==> src/design/fbc_pkg.sv <==
package fbc_pkg;

    localparam int NUM_PLANES = 6;

    localparam int PIDX_W  = 3;
    localparam int NORM_W  = 18;
    localparam int COORD_W = 32;
    localparam int FRAC_W  = 16;
    localparam int PROD_W  = NORM_W + COORD_W;
    localparam int OFF_W   = COORD_W + FRAC_W;
    localparam int DIST_W  = 53;

    localparam logic CMD_WRITE = 1'b0;
    localparam logic CMD_TEST  = 1'b1;

    typedef struct packed {
        logic signed [NORM_W-1:0]  normal_z;
        logic signed [NORM_W-1:0]  normal_y;
        logic signed [NORM_W-1:0]  normal_x;
        logic signed [COORD_W-1:0] offset;
    } t_plane;

    typedef struct packed {
        logic signed [COORD_W-1:0] min_x;
        logic signed [COORD_W-1:0] min_y;
        logic signed [COORD_W-1:0] min_z;
        logic signed [COORD_W-1:0] max_x;
        logic signed [COORD_W-1:0] max_y;
        logic signed [COORD_W-1:0] max_z;
    } t_box;

endpackage

==> src/design/fbc_plane_table.sv <==
module fbc_plane_table (
    input  logic                         i_clk,
    input  logic                         i_rst_n,
    input  logic                         i_we,
    input  logic [fbc_pkg::PIDX_W-1:0]   i_index,
    input  fbc_pkg::t_plane              i_plane,
    output fbc_pkg::t_plane              o_planes [fbc_pkg::NUM_PLANES]
);
    import fbc_pkg::*;

    t_plane r_planes [NUM_PLANES];

    for (genvar p = 0; p < NUM_PLANES; p++) begin : g_entry
        logic w_hit;

        // writes to an index beyond the table hit no entry and are dropped
        assign w_hit = i_we && ({1'b0, i_index} == (PIDX_W + 1)'(p));

        always_ff @(posedge i_clk) begin
            if (!i_rst_n) begin
                r_planes[p] <= '0;
            end else if (w_hit) begin
                r_planes[p] <= i_plane;
            end
        end

        assign o_planes[p] = r_planes[p];
    end

endmodule

==> config.mk <==
export PLATFORM = sky130hd
export DESIGN_NAME = fbc_plane_table
export DESIGN_NICKNAME = d
export VERILOG_FILES = /design/src/design/fbc_pkg.sv /design/src/design/fbc_plane_table.sv
export SDC_FILE = /design/constraint.sdc
export NUM_CORES = 1
export LEC_CHECK = 0
export BUFFER_PORTS_ARGS = -buffer_cell sky130_fd_sc_hd__buf_2
export CAP_MARGIN = 40
export CORE_AREA = 2 2 240 242
export CTS_CLUSTER_SIZE = 8
export DETAILED_ROUTE_END_ITERATION = 16
export DIE_AREA = 0 0 242 244
export PLACE_DENSITY = 0.69
export SYNTH_ARGS = -nofsm -noshare
export SYNTH_HDL_FRONTEND = slang
export SYNTH_SLANG_ARGS = --single-unit
==> constraint.sdc <==
create_clock -name i_clk -period 7.3 [get_ports i_clk]
set_input_delay 0.365 -clock i_clk [delete_from_list [all_inputs] [get_ports i_clk]]
set_output_delay 0.365 -clock i_clk [all_outputs]
set_load 0.005 [all_outputs]
==> run summary, run 1 <==
Entering global routing, the biggest net connects 173 pins. TritonCTS built the clock tree. In this run the clock root is driven by a sky130_fd_sc_hd__clkbuf_16. The layout overhead on the synthesized area came out at 29.54%. The final weighted congestion in routability-driven placement was 0.8572. The final hold violation count was 0. Data arrives at the worst endpoint at 2860 ps.

Cells fill 44.12% of the core in the end. The class of the worst hold path was input port to flop. The logs give 0.3754 GHz for the achievable clock frequency and 80.99% for the sequential cell area fraction in the yosys report. The number of flip-flops under the largest register name is 516, and the starting density of the core is 34.06%. For the area of the die, the log shows 59050 um2. The clock tree synthesis step divided the H-tree into 3 levels. The logs give 516 for the clock net sink count and 0 for the number of instances resized during post-cts repair. The number of cell rows is 87, and the max-capacitance violation count is 0. The cell area after technology mapping came out at 19130 um2. The run gives 13290 as the via total after detailed routing. For the number of standard cells after synthesis, the log shows 1310.

The largest registers in the layout are r_planes: 516 flops. The routed design could run at a clock period as short as 2664 ps. Using the TritonRoute via totals, the vias-per-cell ratio works out to 4.957. Buffers inserted during clock tree synthesis total 74.

Detailed placement finished with a half-perimeter wire length of 38160 um. The worst-case headroom to the max-slew limit is 34.31%, and the post-CTS repair timing setup buffer count is 0. The kind of critical path was input port to flop.

For this run the aggregate overflow at the end of global routing stands at 0. The largest buffer count on any clock path came out at 3. Of the available clock period, the critical path in the final layout requires 36.49%. In this run the vertical extent of the chip is 244 um. The worst-case hold slack was 191.0 ps; the post-synthesis average cell area was 14.60 um2. The run gives 13310 as the number of global-route vias before repair. The die is 242 um wide. After detailed placement, the design holds a cell count of 2598. For the final routed database, the setup TNS stands at 0 ps. The cell count of the worst hold path works out to 3. The endpoint class of the critical path is a flop. Number of setup violations in the final report: 0. The tools report the global-route wire length before repair as 84530 um. The final layout contains 2010 nets. In this run the count of I/O pins placed on the die edge is 608. The run gives 2 as the number of antenna violations at the first check in global routing. Sorting the synthesized cells by area gives the leading types as sky130_fd_sc_hd__edfxtp_1 81%, sky130_fd_sc_hd__nor2_1 9.9%, sky130_fd_sc_hd__nand3b_1 3.5%. At the pin with the least slew margin, the transition time is 985.3 ps. Synthesis produced a netlist with a net count of 1402.

In this run the cell area measured after placement is 22830 um2. The count of pins over their slew limit was 0; the peak ir drop on the vdd network was 0.1911 mV. The ratio of total power to cell area works out to 283.9 nW/um2. Global routing used 19.07% of the available tracks across all layers.

The logs give 4050 ps for the pre-CTS worst setup slack and 2680 for the final cell count without fillers. The flow ran to the end, and the final reports show no timing, DRC or antenna violations. Wires add up to 57740 um. The number of port buffers is 607, and the number of antenna cells inserted is 0. The Yosys step of the flow raised 0 warnings. The finished cells cover 24780 um2.

Clock-pin slew was measured on the worst setup and hold paths at 50 ps. For this design the static power due to leakage is 9.256 nW. Hold repair after CTS inserted 0 buffers.

Dividing the detail-routed wire length by the instance count gives 21.54 um. The cell taking the most area after synthesis is sky130_fd_sc_hd__edfxtp_1. The first routing iteration left 1174 violations.

In the routed design, unresolved DRC markers number 0. Of the post-synthesis cell area, the dominant cell type holds 80.99%. The worst setup path is launched from an input port. Total power after layout: 7.037 mW. In this run the worst path has a maximum fanout of 93. The count of TritonRoute iterations in the first routing pass was 5. Setup repair after global routing left no endpoint under its margin.

The fraction of final layout cells with drive strength greater than 1 is 37.63%. The count of cell types in the netlist is 12, and the core box area is 56170 um2. Once detail routing completed, the nets flagged for antenna violations numbered 0.

Across all setup checks in the final design, the least slack found is 4636 ps. At the worst endpoint, the required time is 7500 ps. Most flop-heavy register: r_planes. Counting flops and latches in the post-synthesis netlist gives 516.
-- cell type report --
class	count	area [um2]
fill	5007	31390
clock buffer	79	1934
clock inverter	3	21.27
tap	756	945.9
sequential	516	15490
inverter	1	3.754
timing repair buffer	628	3221
multi-input combinational	697	3162
-- Yosys cell counts (all sizes together) --
master / n
edfxtp: 516
nand3: 86
nor2: 516
nand3b: 88
or3b: 1
clkbuf: 36
inv: 1
o21ai: 6
buf: 60
-- critical path, cell delays in order --
cell,delay [ps]
sky130_fd_sc_hd__buf_6,490
sky130_fd_sc_hd__inv_1,330
sky130_fd_sc_hd__o21ai_4,210
sky130_fd_sc_hd__buf_4,480
sky130_fd_sc_hd__buf_4,750
-- final timing paths --
check                        from  slack [ps]                            end
worst max-delay path   i_index[0]        4640  r_planes[1][22]$_SDFFCE_PN0P_
worst min-delay path  i_plane[54]         190  r_planes[3][54]$_SDFFCE_PN0P_
-- metal layers --
| metal | share of wire (%) | track usage, % | vias to the layer above | routed length [um] |
|---|---|---|---|---|
| li1 | - | - | 5802 | - |
| met1 | 36 | 23.00 | 6455 | 20920 |
| met2 | 49 | 31.71 | 901 | 28560 |
| met3 | 11 | 6.047 | 125 | 6404 |
| met4 | 3.2 | 7.934 | 2 | 1840 |
| met5 | 0.029 | 0 | - | 17 |
-- report_power, final --
group          switching (mW)  internal, mW
clock                    1.14          1.84
sequential             0.0625          3.47
combinational           0.344         0.177
total                    1.55          5.49
-- cell usage in the layout, fill, tap and decap left out --
cell,count
sky130_fd_sc_hd__buf_6,2
sky130_fd_sc_hd__buf_12,1
sky130_fd_sc_hd__edfxtp_1,516
sky130_fd_sc_hd__clkinv_1,1
sky130_fd_sc_hd__nor2_2,10
sky130_fd_sc_hd__clkbuf_1,2
sky130_fd_sc_hd__or3b_4,1
sky130_fd_sc_hd__buf_2,605
sky130_fd_sc_hd__buf_4,20
sky130_fd_sc_hd__nand3_1,86
sky130_fd_sc_hd__o21ai_4,6
sky130_fd_sc_hd__inv_6,2
sky130_fd_sc_hd__nand3b_1,88
sky130_fd_sc_hd__nor2_1,506
sky130_fd_sc_hd__inv_1,1
sky130_fd_sc_hd__clkbuf_16,77
-- cell families (layout without fill, tap and decap cells) --
| family | count (synthesis) | in the layout | share of synthesized area [%] |
|---|---|---|---|
| flops | 516 | 516 | 80.99 |
| compound gates | 6 | 6 | 0.1570 |
| simple gates | 691 | 691 | 16.02 |
| buf+inv | 97 | 711 | 2.832 |
No activity file was read; power rests on OpenSTA's default activity.
==> run 2, diff against run 1 <==
--- a/config.mk
+++ b/config.mk
@@ -7,10 +7,10 @@
 export LEC_CHECK = 0
 export BUFFER_PORTS_ARGS = -buffer_cell sky130_fd_sc_hd__buf_2
 export CAP_MARGIN = 40
-export CORE_AREA = 2 2 240 242
+export CORE_AREA = 2 2 235 237
 export CTS_CLUSTER_SIZE = 8
 export DETAILED_ROUTE_END_ITERATION = 16
-export DIE_AREA = 0 0 242 244
+export DIE_AREA = 0 0 237 239
 export PLACE_DENSITY = 0.69
 export SYNTH_ARGS = -nofsm -noshare
 export SYNTH_HDL_FRONTEND = slang
==> constraint.sdc (replaced) <==
create_clock -name i_clk -period 2.58 [get_ports i_clk]
set_input_delay 0.129 -clock i_clk [delete_from_list [all_inputs] [get_ports i_clk]]
set_output_delay 0.129 -clock i_clk [all_outputs]
set_load 0.005 [all_outputs]
==> run 2 against run 1 <==
Sequential power grew to 2.8 times the previous value; via count grew 3.8%; critical path depth shrank 4; hold slack lost 130 ps; critical endpoint is now o_planes[311]; combinational power grew to 3.2 times the previous value; first-iteration DRC count grew 5.8%.
==> run summary, run 2 (synthesis gave the netlist of run 1 again) <==
The number of buffers added by the clock tree synthesis step is 75 (+1.4%). The largest registers in the layout are r_planes: 516 flops. For the area of the die, the log shows 56640 um2 (-4.1%). The final weighted congestion in routability-driven placement was 0.8959 (+4.5%); the layout overhead on the synthesized area was 35.49%. The endpoint class of the critical path was a primary output. The signal on the critical path passes through buf_2.

The chip width came out at 237 um (-2.1%). The ratio of total power to cell area was 786.0 nW/um2 (+180%); the post-detailed-placement cell area was 23010 um2 (+0.80%). The worst-case hold slack was 59.29 ps (-131.8 ps); the static leakage was 9.771 nW (+5.6%).

The antenna violation net count after detailed routing was 0 (unchanged). Achievable clock frequency: 0.7529 GHz. The clock transition at the registers of the reported paths is 50 ps (about the same).

The core box area came out at 54340 um2 (-3.3%). The delay of the slowest cell on the worst path came out at 440 ps (-310 ps). Clock net sink count: 516 (unchanged). Transition time of the tightest slew-check pin: 752.9 ps (-232.3 ps).

TritonCTS built the clock tree. The tools report the max-capacitance violation count as 0 (unchanged). On the critical path the largest part of the delay comes from flip-flops. For the violation count after the first detailed-route iteration, the log shows 1242 (+5.8%). The peak ir drop on the vdd network is 0.5064 mV (+160%), and the footprint of the flip-flops and latches is 15490 um2 (unchanged).

The library cells used most frequently in the layout, excluding fill and tap cells, are 605 x sky130_fd_sc_hd__buf_2, 516 x sky130_fd_sc_hd__edfxtp_1, 506 x sky130_fd_sc_hd__nor2_1. For the area of all placed cells without fillers, the log shows 25920 um2 (+4.6%). The logs give 0 (unchanged) for the number of setup violations in the final report and 38910 um (+2.0%) for the sum of net half-perimeters after detailed placement. For the CTS H-tree depth, the log shows 3 (unchanged). The data required time at the worst endpoint came out at 2450 ps (-5050 ps). The layout filler cell count came out at 4686 (-6.4%). The tools report the quantity of hold-fixing buffers added after cts as 85 (+85). The largest net degree at the start of global routing is 89 (-49%). The number of antenna violations at the first check in global routing is 1 (-1). The number of flip-flops under the largest register name came out at 516 (unchanged). The flow ran to the end, and the final reports show no timing, DRC or antenna violations. STA classifies the critical path startpoint as a flop.

The run gives 49.80% (+15 points) as the worst-case headroom to the max-slew limit. Setup slack after layout: 1252 ps (-3384 ps). The via-per-instance ratio was 5.060 (+2.1%).

The final routed DRC violation total came out at 0 (unchanged). Number of global-route vias before repair: 13650 (+2.5%). The routed wire length per instance is 21.83 um (+1.3%).

Setup repair after global routing left no endpoint under its margin. The logs give 86460 um (+2.3%) for the global-route wire length before repair and 1200 ps (-1660 ps) for the data arrival at the endpoint of the critical path. The logs give 2104 (+4.7%) for the number of nets in the finished design and 671.6 ps (-3379 ps) for the pre-CTS worst setup slack.

The worst hold path belongs to the class input port to flop. For the largest buffer count on any clock path, the log shows 3 (unchanged). The kind of critical path was flop to primary output. The top-level I/O count is 608 (unchanged), and the minimum clock period is 1328 ps.

The vertical die dimension came out at 239 um (-2.0%). The cell type of the slowest stage on the worst timing path was sky130_fd_sc_hd__edfxtp_1. The number of cell rows is 86 (-1.1%).

The share of the clock period used by the worst path after layout was 51.48%. The library cell used most frequently in the layout, excluding fill and tap cells, is sky130_fd_sc_hd__buf_2. The final hold violation count was 0 (unchanged); the number of port buffers was 607 (unchanged).

Root buffer cell: sky130_fd_sc_hd__clkbuf_16. Fraction of final layout cells with drive strength greater than 1: 36.47% (-1.2 points). For the post-CTS repair timing setup buffer count, the log shows 0 (unchanged). The number of buffer and inverter instances along the worst setup path is 1 (-3), and the overall fraction of global-route tracks in use is 20.38% (+1.3 points). The run gives 13790 (+3.8%) as the via total after detailed routing. The worst-path maximum fanout was 1 (-99%); the count of TritonRoute iterations in the first routing pass was 7 (+2). The leftover overflow at the end of global routing is 0 (unchanged), and the total length of routed wires is 59520 um (+3.1%). The number of instances resized during post-cts repair is 0 (unchanged). The total area of multi-input combinational cells is 3162 um2 (unchanged). The tools report the starting density of the core as 35.21% (+1.1 points).

r_planes holds more flip-flops than any other register. The run gives 0 (unchanged) as the count of pins over their slew limit. The total power after layout came out at 20.37 mW (+190%).
[run 2: changes by cell type in the layout (fill, tap and decap cells not counted), sizes merged]
cell,delta
clkbuf,-1
diode,+1
dlygate4sd3,+85
clkinv,+4
buf,+8
inv,+1
[run 2: metal layers]
metal | global-route usage (%) | share of wire, % | vias up
li1 | - | - | 5988
met1 | 24.74 | 36 | 6714
met2 | 33.07 | 48 | 960
met3 | 7.009 | 12 | 130
met4 | 8.880 | 3.4 | 2
met5 | 0 | 0.020 | -
[run 2: cell type report]
| cell class | instances | area share, % |
|---|---|---|
| Clock buffer | 78 | 7.448 |
| Inverter | 1 | 0.01448 |
| Sequential cell | 516 | 59.78 |
| Timing Repair Buffer | 721 | 16.66 |
| Antenna cell | 1 | 0.009654 |
| Clock inverter | 8 | 0.4875 |
| Tap cell | 704 | 3.398 |
| Multi-Input combinational cell | 697 | 12.20 |
[run 2: path summary, 6_finish.rpt]
kind                     startpoint                             to  slack [ps]  depth (start not counted)
max   r_planes[2][53]$_SDFFCE_PN0P_                  o_planes[311]        1250                          1
min                     i_plane[79]  r_planes[2][79]$_SDFFCE_PN0P_          60                          3
[run 2: through the flow]
step | TNS, ps | util [%] | std cells
CTS | 0 | 47.70 | 2725
detailed placement | 0 | 42.34 | 2554
global route | 0 | 47.70 | 2725
finish | 0 | 47.70 | 2726
floorplan | -138690 | - | 1310
global placement | 0 | 42.34 | 2554
[run 2: power breakdown]
part           total, mW  switching (mW)  internal, mW
Combinational       1.65            1.02         0.626
Sequential          9.98           0.171          9.81
Clock               8.74            3.45          5.29
Total               20.4            4.65          15.7
==> run 3, diff against run 2 <==
--- a/config.mk
+++ b/config.mk
@@ -7,10 +7,10 @@
 export LEC_CHECK = 0
 export BUFFER_PORTS_ARGS = -buffer_cell sky130_fd_sc_hd__buf_2
 export CAP_MARGIN = 40
-export CORE_AREA = 2 2 235 237
+export CORE_AREA = 2 2 240 242
 export CTS_CLUSTER_SIZE = 8
 export DETAILED_ROUTE_END_ITERATION = 16
-export DIE_AREA = 0 0 237 239
+export DIE_AREA = 0 0 242 244
 export PLACE_DENSITY = 0.69
 export SYNTH_ARGS = -nofsm -noshare
 export SYNTH_HDL_FRONTEND = slang
==> constraint.sdc (replaced) <==
create_clock -name i_clk -period 1.2 [get_ports i_clk]
set_input_delay 0.06 -clock i_clk [delete_from_list [all_inputs] [get_ports i_clk]]
set_output_delay 0.06 -clock i_clk [all_outputs]
set_load 0.005 [all_outputs]
==> run 3 against run 2 <==
The run now ends with negative setup slack left; flip-flop and latch count unchanged; hold slack better by 59 ps; sequential power up 120%; clock power up 110%; count of clock-buffer cells in the layout down 1; highest routed layer is now met4.
==> run summary, run 3 (synthesis gave the netlist of run 1 again) <==
The run finished, with violations left. The final reports fail on negative setup slack. The setup slack after layout was -86.49 ps (-1338 ps).

The worst-path maximum fanout works out to 1 (unchanged). For this design, the slowest cell found on the critical path is sky130_fd_sc_hd__edfxtp_1. TritonCTS built the clock tree. The routed wire length per instance was 21.49 um (-1.6%).

Vertical die dimension: 244 um (+2.1%). The fraction of final layout cells with drive strength greater than 1 works out to 38.38% (+1.9 points). The layout filler cell count came out at 4806 (+2.6%). The number of port buffers was 607 (unchanged). The number of global-route vias before repair was 14180 (+3.9%); the max-capacitance violation count was 0 (unchanged).

The static leakage came out at 10.22 nW (+4.6%). The path class of the tightest hold or removal check is input port to flop. The global-route wire length before repair was 89670 um (+3.7%). The final core area utilization is 47.82% (+0.12 points).

The largest buffer count on any clock path is 3 (unchanged), and the transition time of the tightest slew-check pin is 600.8 ps (-152.2 ps). For the peak ir drop on the vdd network, the log shows 1.001 mV (+98%). The kind of critical path is flop to primary output. The ratio of total power to cell area was 1627 nW/um2 (+110%). The post-CTS repair timing setup buffer count was 0 (unchanged). Among cell families on the critical path, the largest total delay comes from flip-flops.

The most flop-heavy register was r_planes. The logs give 62 (-30%) for the largest net degree at the start of global routing and 13990 (+1.4%) for the via total after detailed routing. The endpoint class of the critical path is a primary output. The CTS H-tree depth is 3 (unchanged).

The logs give 20.29% (-0.089 points) for the overall fraction of global-route tracks in use and 42960 um (+10%) for the sum of net half-perimeters after detailed placement. The number of buffer and inverter instances along the worst setup path works out to 1 (unchanged). For the area of the die, the log shows 59050 um2 (+4.2%). The data arrival at the endpoint of the critical path was 1230 ps (+30 ps). The final hold violation count was 0 (unchanged); the leftover overflow at the end of global routing was 0 (unchanged). The antenna violation net count after detailed routing is 0 (unchanged). The run gives 0.8793 (-1.9%) as the final weighted congestion in routability-driven placement. The largest registers in the layout are r_planes: 516 flops. The signal on the critical path passes through buf_2. Setup repair after global routing could not meet its margin everywhere. The number of cell rows was 87 (+1.2%); the count of pins over their slew limit was 0 (unchanged).

The tools report the startpoint type of the worst setup path as a flop. For the clock net sink count, the log shows 516 (unchanged). The pre-CTS worst setup slack is -362.1 ps (-1034 ps). The logs give 1140 ps (-1310 ps) for the data required time at the worst endpoint and 61110 um (+2.7%) for the total length of routed wires. For the final routed DRC violation total, the log shows 0 (unchanged). Minimum clock period: 1286 ps. Share of the clock period used by the worst path after layout: 107.2%. For the number of buffers added by the clock tree synthesis step, the log shows 74 (-1.3%).

The library cell used most frequently in the layout, excluding fill and tap cells, is sky130_fd_sc_hd__buf_2. Final cell count without fillers: 2843 (+4.3%). The run gives 34.06% (-1.1 points) as the starting density of the core. The total placed cells including tap cells was 2672 (+4.6%); the total power after layout was 43.69 mW (+110%).

The achievable clock frequency was 0.7773 GHz. The top cell types in the final layout, fill and taps aside, are 602 x sky130_fd_sc_hd__buf_2, 516 x sky130_fd_sc_hd__edfxtp_1, 506 x sky130_fd_sc_hd__nor2_1. The layout overhead on the synthesized area is 40.40%. The run gives 56170 um2 (+3.4%) as the core box area. The number of antenna cells inserted was 0 (-1); the count of TritonRoute iterations in the first routing pass was 7 (unchanged). The number of nets in the finished design was 2172 (+3.2%); the violation count after the first detailed-route iteration was 1113 (-10%). Number of antenna violations at the first check in global routing: 0 (-1). The chip width was 242 um (+2.1%); the worst-case headroom to the max-slew limit was 59.95% (+10 points). CTS placed an instance of sky130_fd_sc_hd__clkbuf_16 at the clock tree root.

The via-per-instance ratio was 4.919 (-2.8%). The clock transition at the registers of the reported paths was 50 ps (about the same); the number of flip-flops under the largest register name was 516 (unchanged). The number of setup violations in the final report came out at 19 (+19).

The delay of the slowest cell on the worst path came out at 460 ps (+20 ps). For the top-level I/O count, the log shows 608 (unchanged).
==> run 3: cell count changes in the layout (fill, tap and decap cells not counted), moves of 2 or more <==
cell,before,now
sky130_fd_sc_hd__dlygate4sd3_1,85,88
sky130_fd_sc_hd__buf_6,2,5
sky130_fd_sc_hd__clkinv_16,2,0
sky130_fd_sc_hd__buf_4,13,46
sky130_fd_sc_hd__buf_2,605,602
sky130_fd_sc_hd__clkinv_8,0,3
sky130_fd_sc_hd__inv_16,2,0
sky130_fd_sc_hd__buf_12,16,49
==> run 3: final timing paths <==
kind,start,to,cells after the start
min,i_index[2],r_planes[5][85]$_SDFFCE_PN0P_,4
max,r_planes[1][17]$_SDFFCE_PN0P_,o_planes[361],1
==> run 3: stage by stage <==
stage	hold slack, ps	TNS (ps)	cell area [um2]
floorplan	345.3	-612400	19200
global placement	451.0	-186450	23980
detailed placement	450.3	-207080	23980
CTS	62.74	-5080	26850
global route	94.22	-4828	26860
finish	118.7	-520.2	26860
==> run 3: cell type report <==
type	count	area, um2	area share (%)
multi-input combinational	697	3162	11.77
clock inverter	6	71.32	0.2655
inverter	1	3.754	0.01397
sequential	516	15490	57.69
tap	756	945.9	3.522
timing repair buffer	790	5276	19.64
clock buffer	77	1906	7.095
==> run 3: per-layer routing <==
metal / up-vias / share of wire [%] / track usage (%)
met4: 0 / 3.2 / 7.898
met5: - / 0 / 0
met1: 6801 / 37 / 24.94
met3: 130 / 11 / 6.124
met2: 922 / 49 / 33.68
li1: 6133 / - / -
==> run 3: power breakdown <==
group          internal [mW]  leakage, nW  total [mW]  switching, mW
logic                   1.66         4.26        3.90           2.24
registers               21.1         4.99        21.5          0.396
clock network           11.1        0.971        18.3           7.17
==> run 3: timing repair <==
| action | 4_1_cts | 5_1_grt |
|---|---|---|
| gates resized for setup | 2 | 3 |
| endpoints found under the setup margin | 230 | 240 |
| hold buffers | 88 | 0 |
| hold endpoints to repair | 486 | 0 |
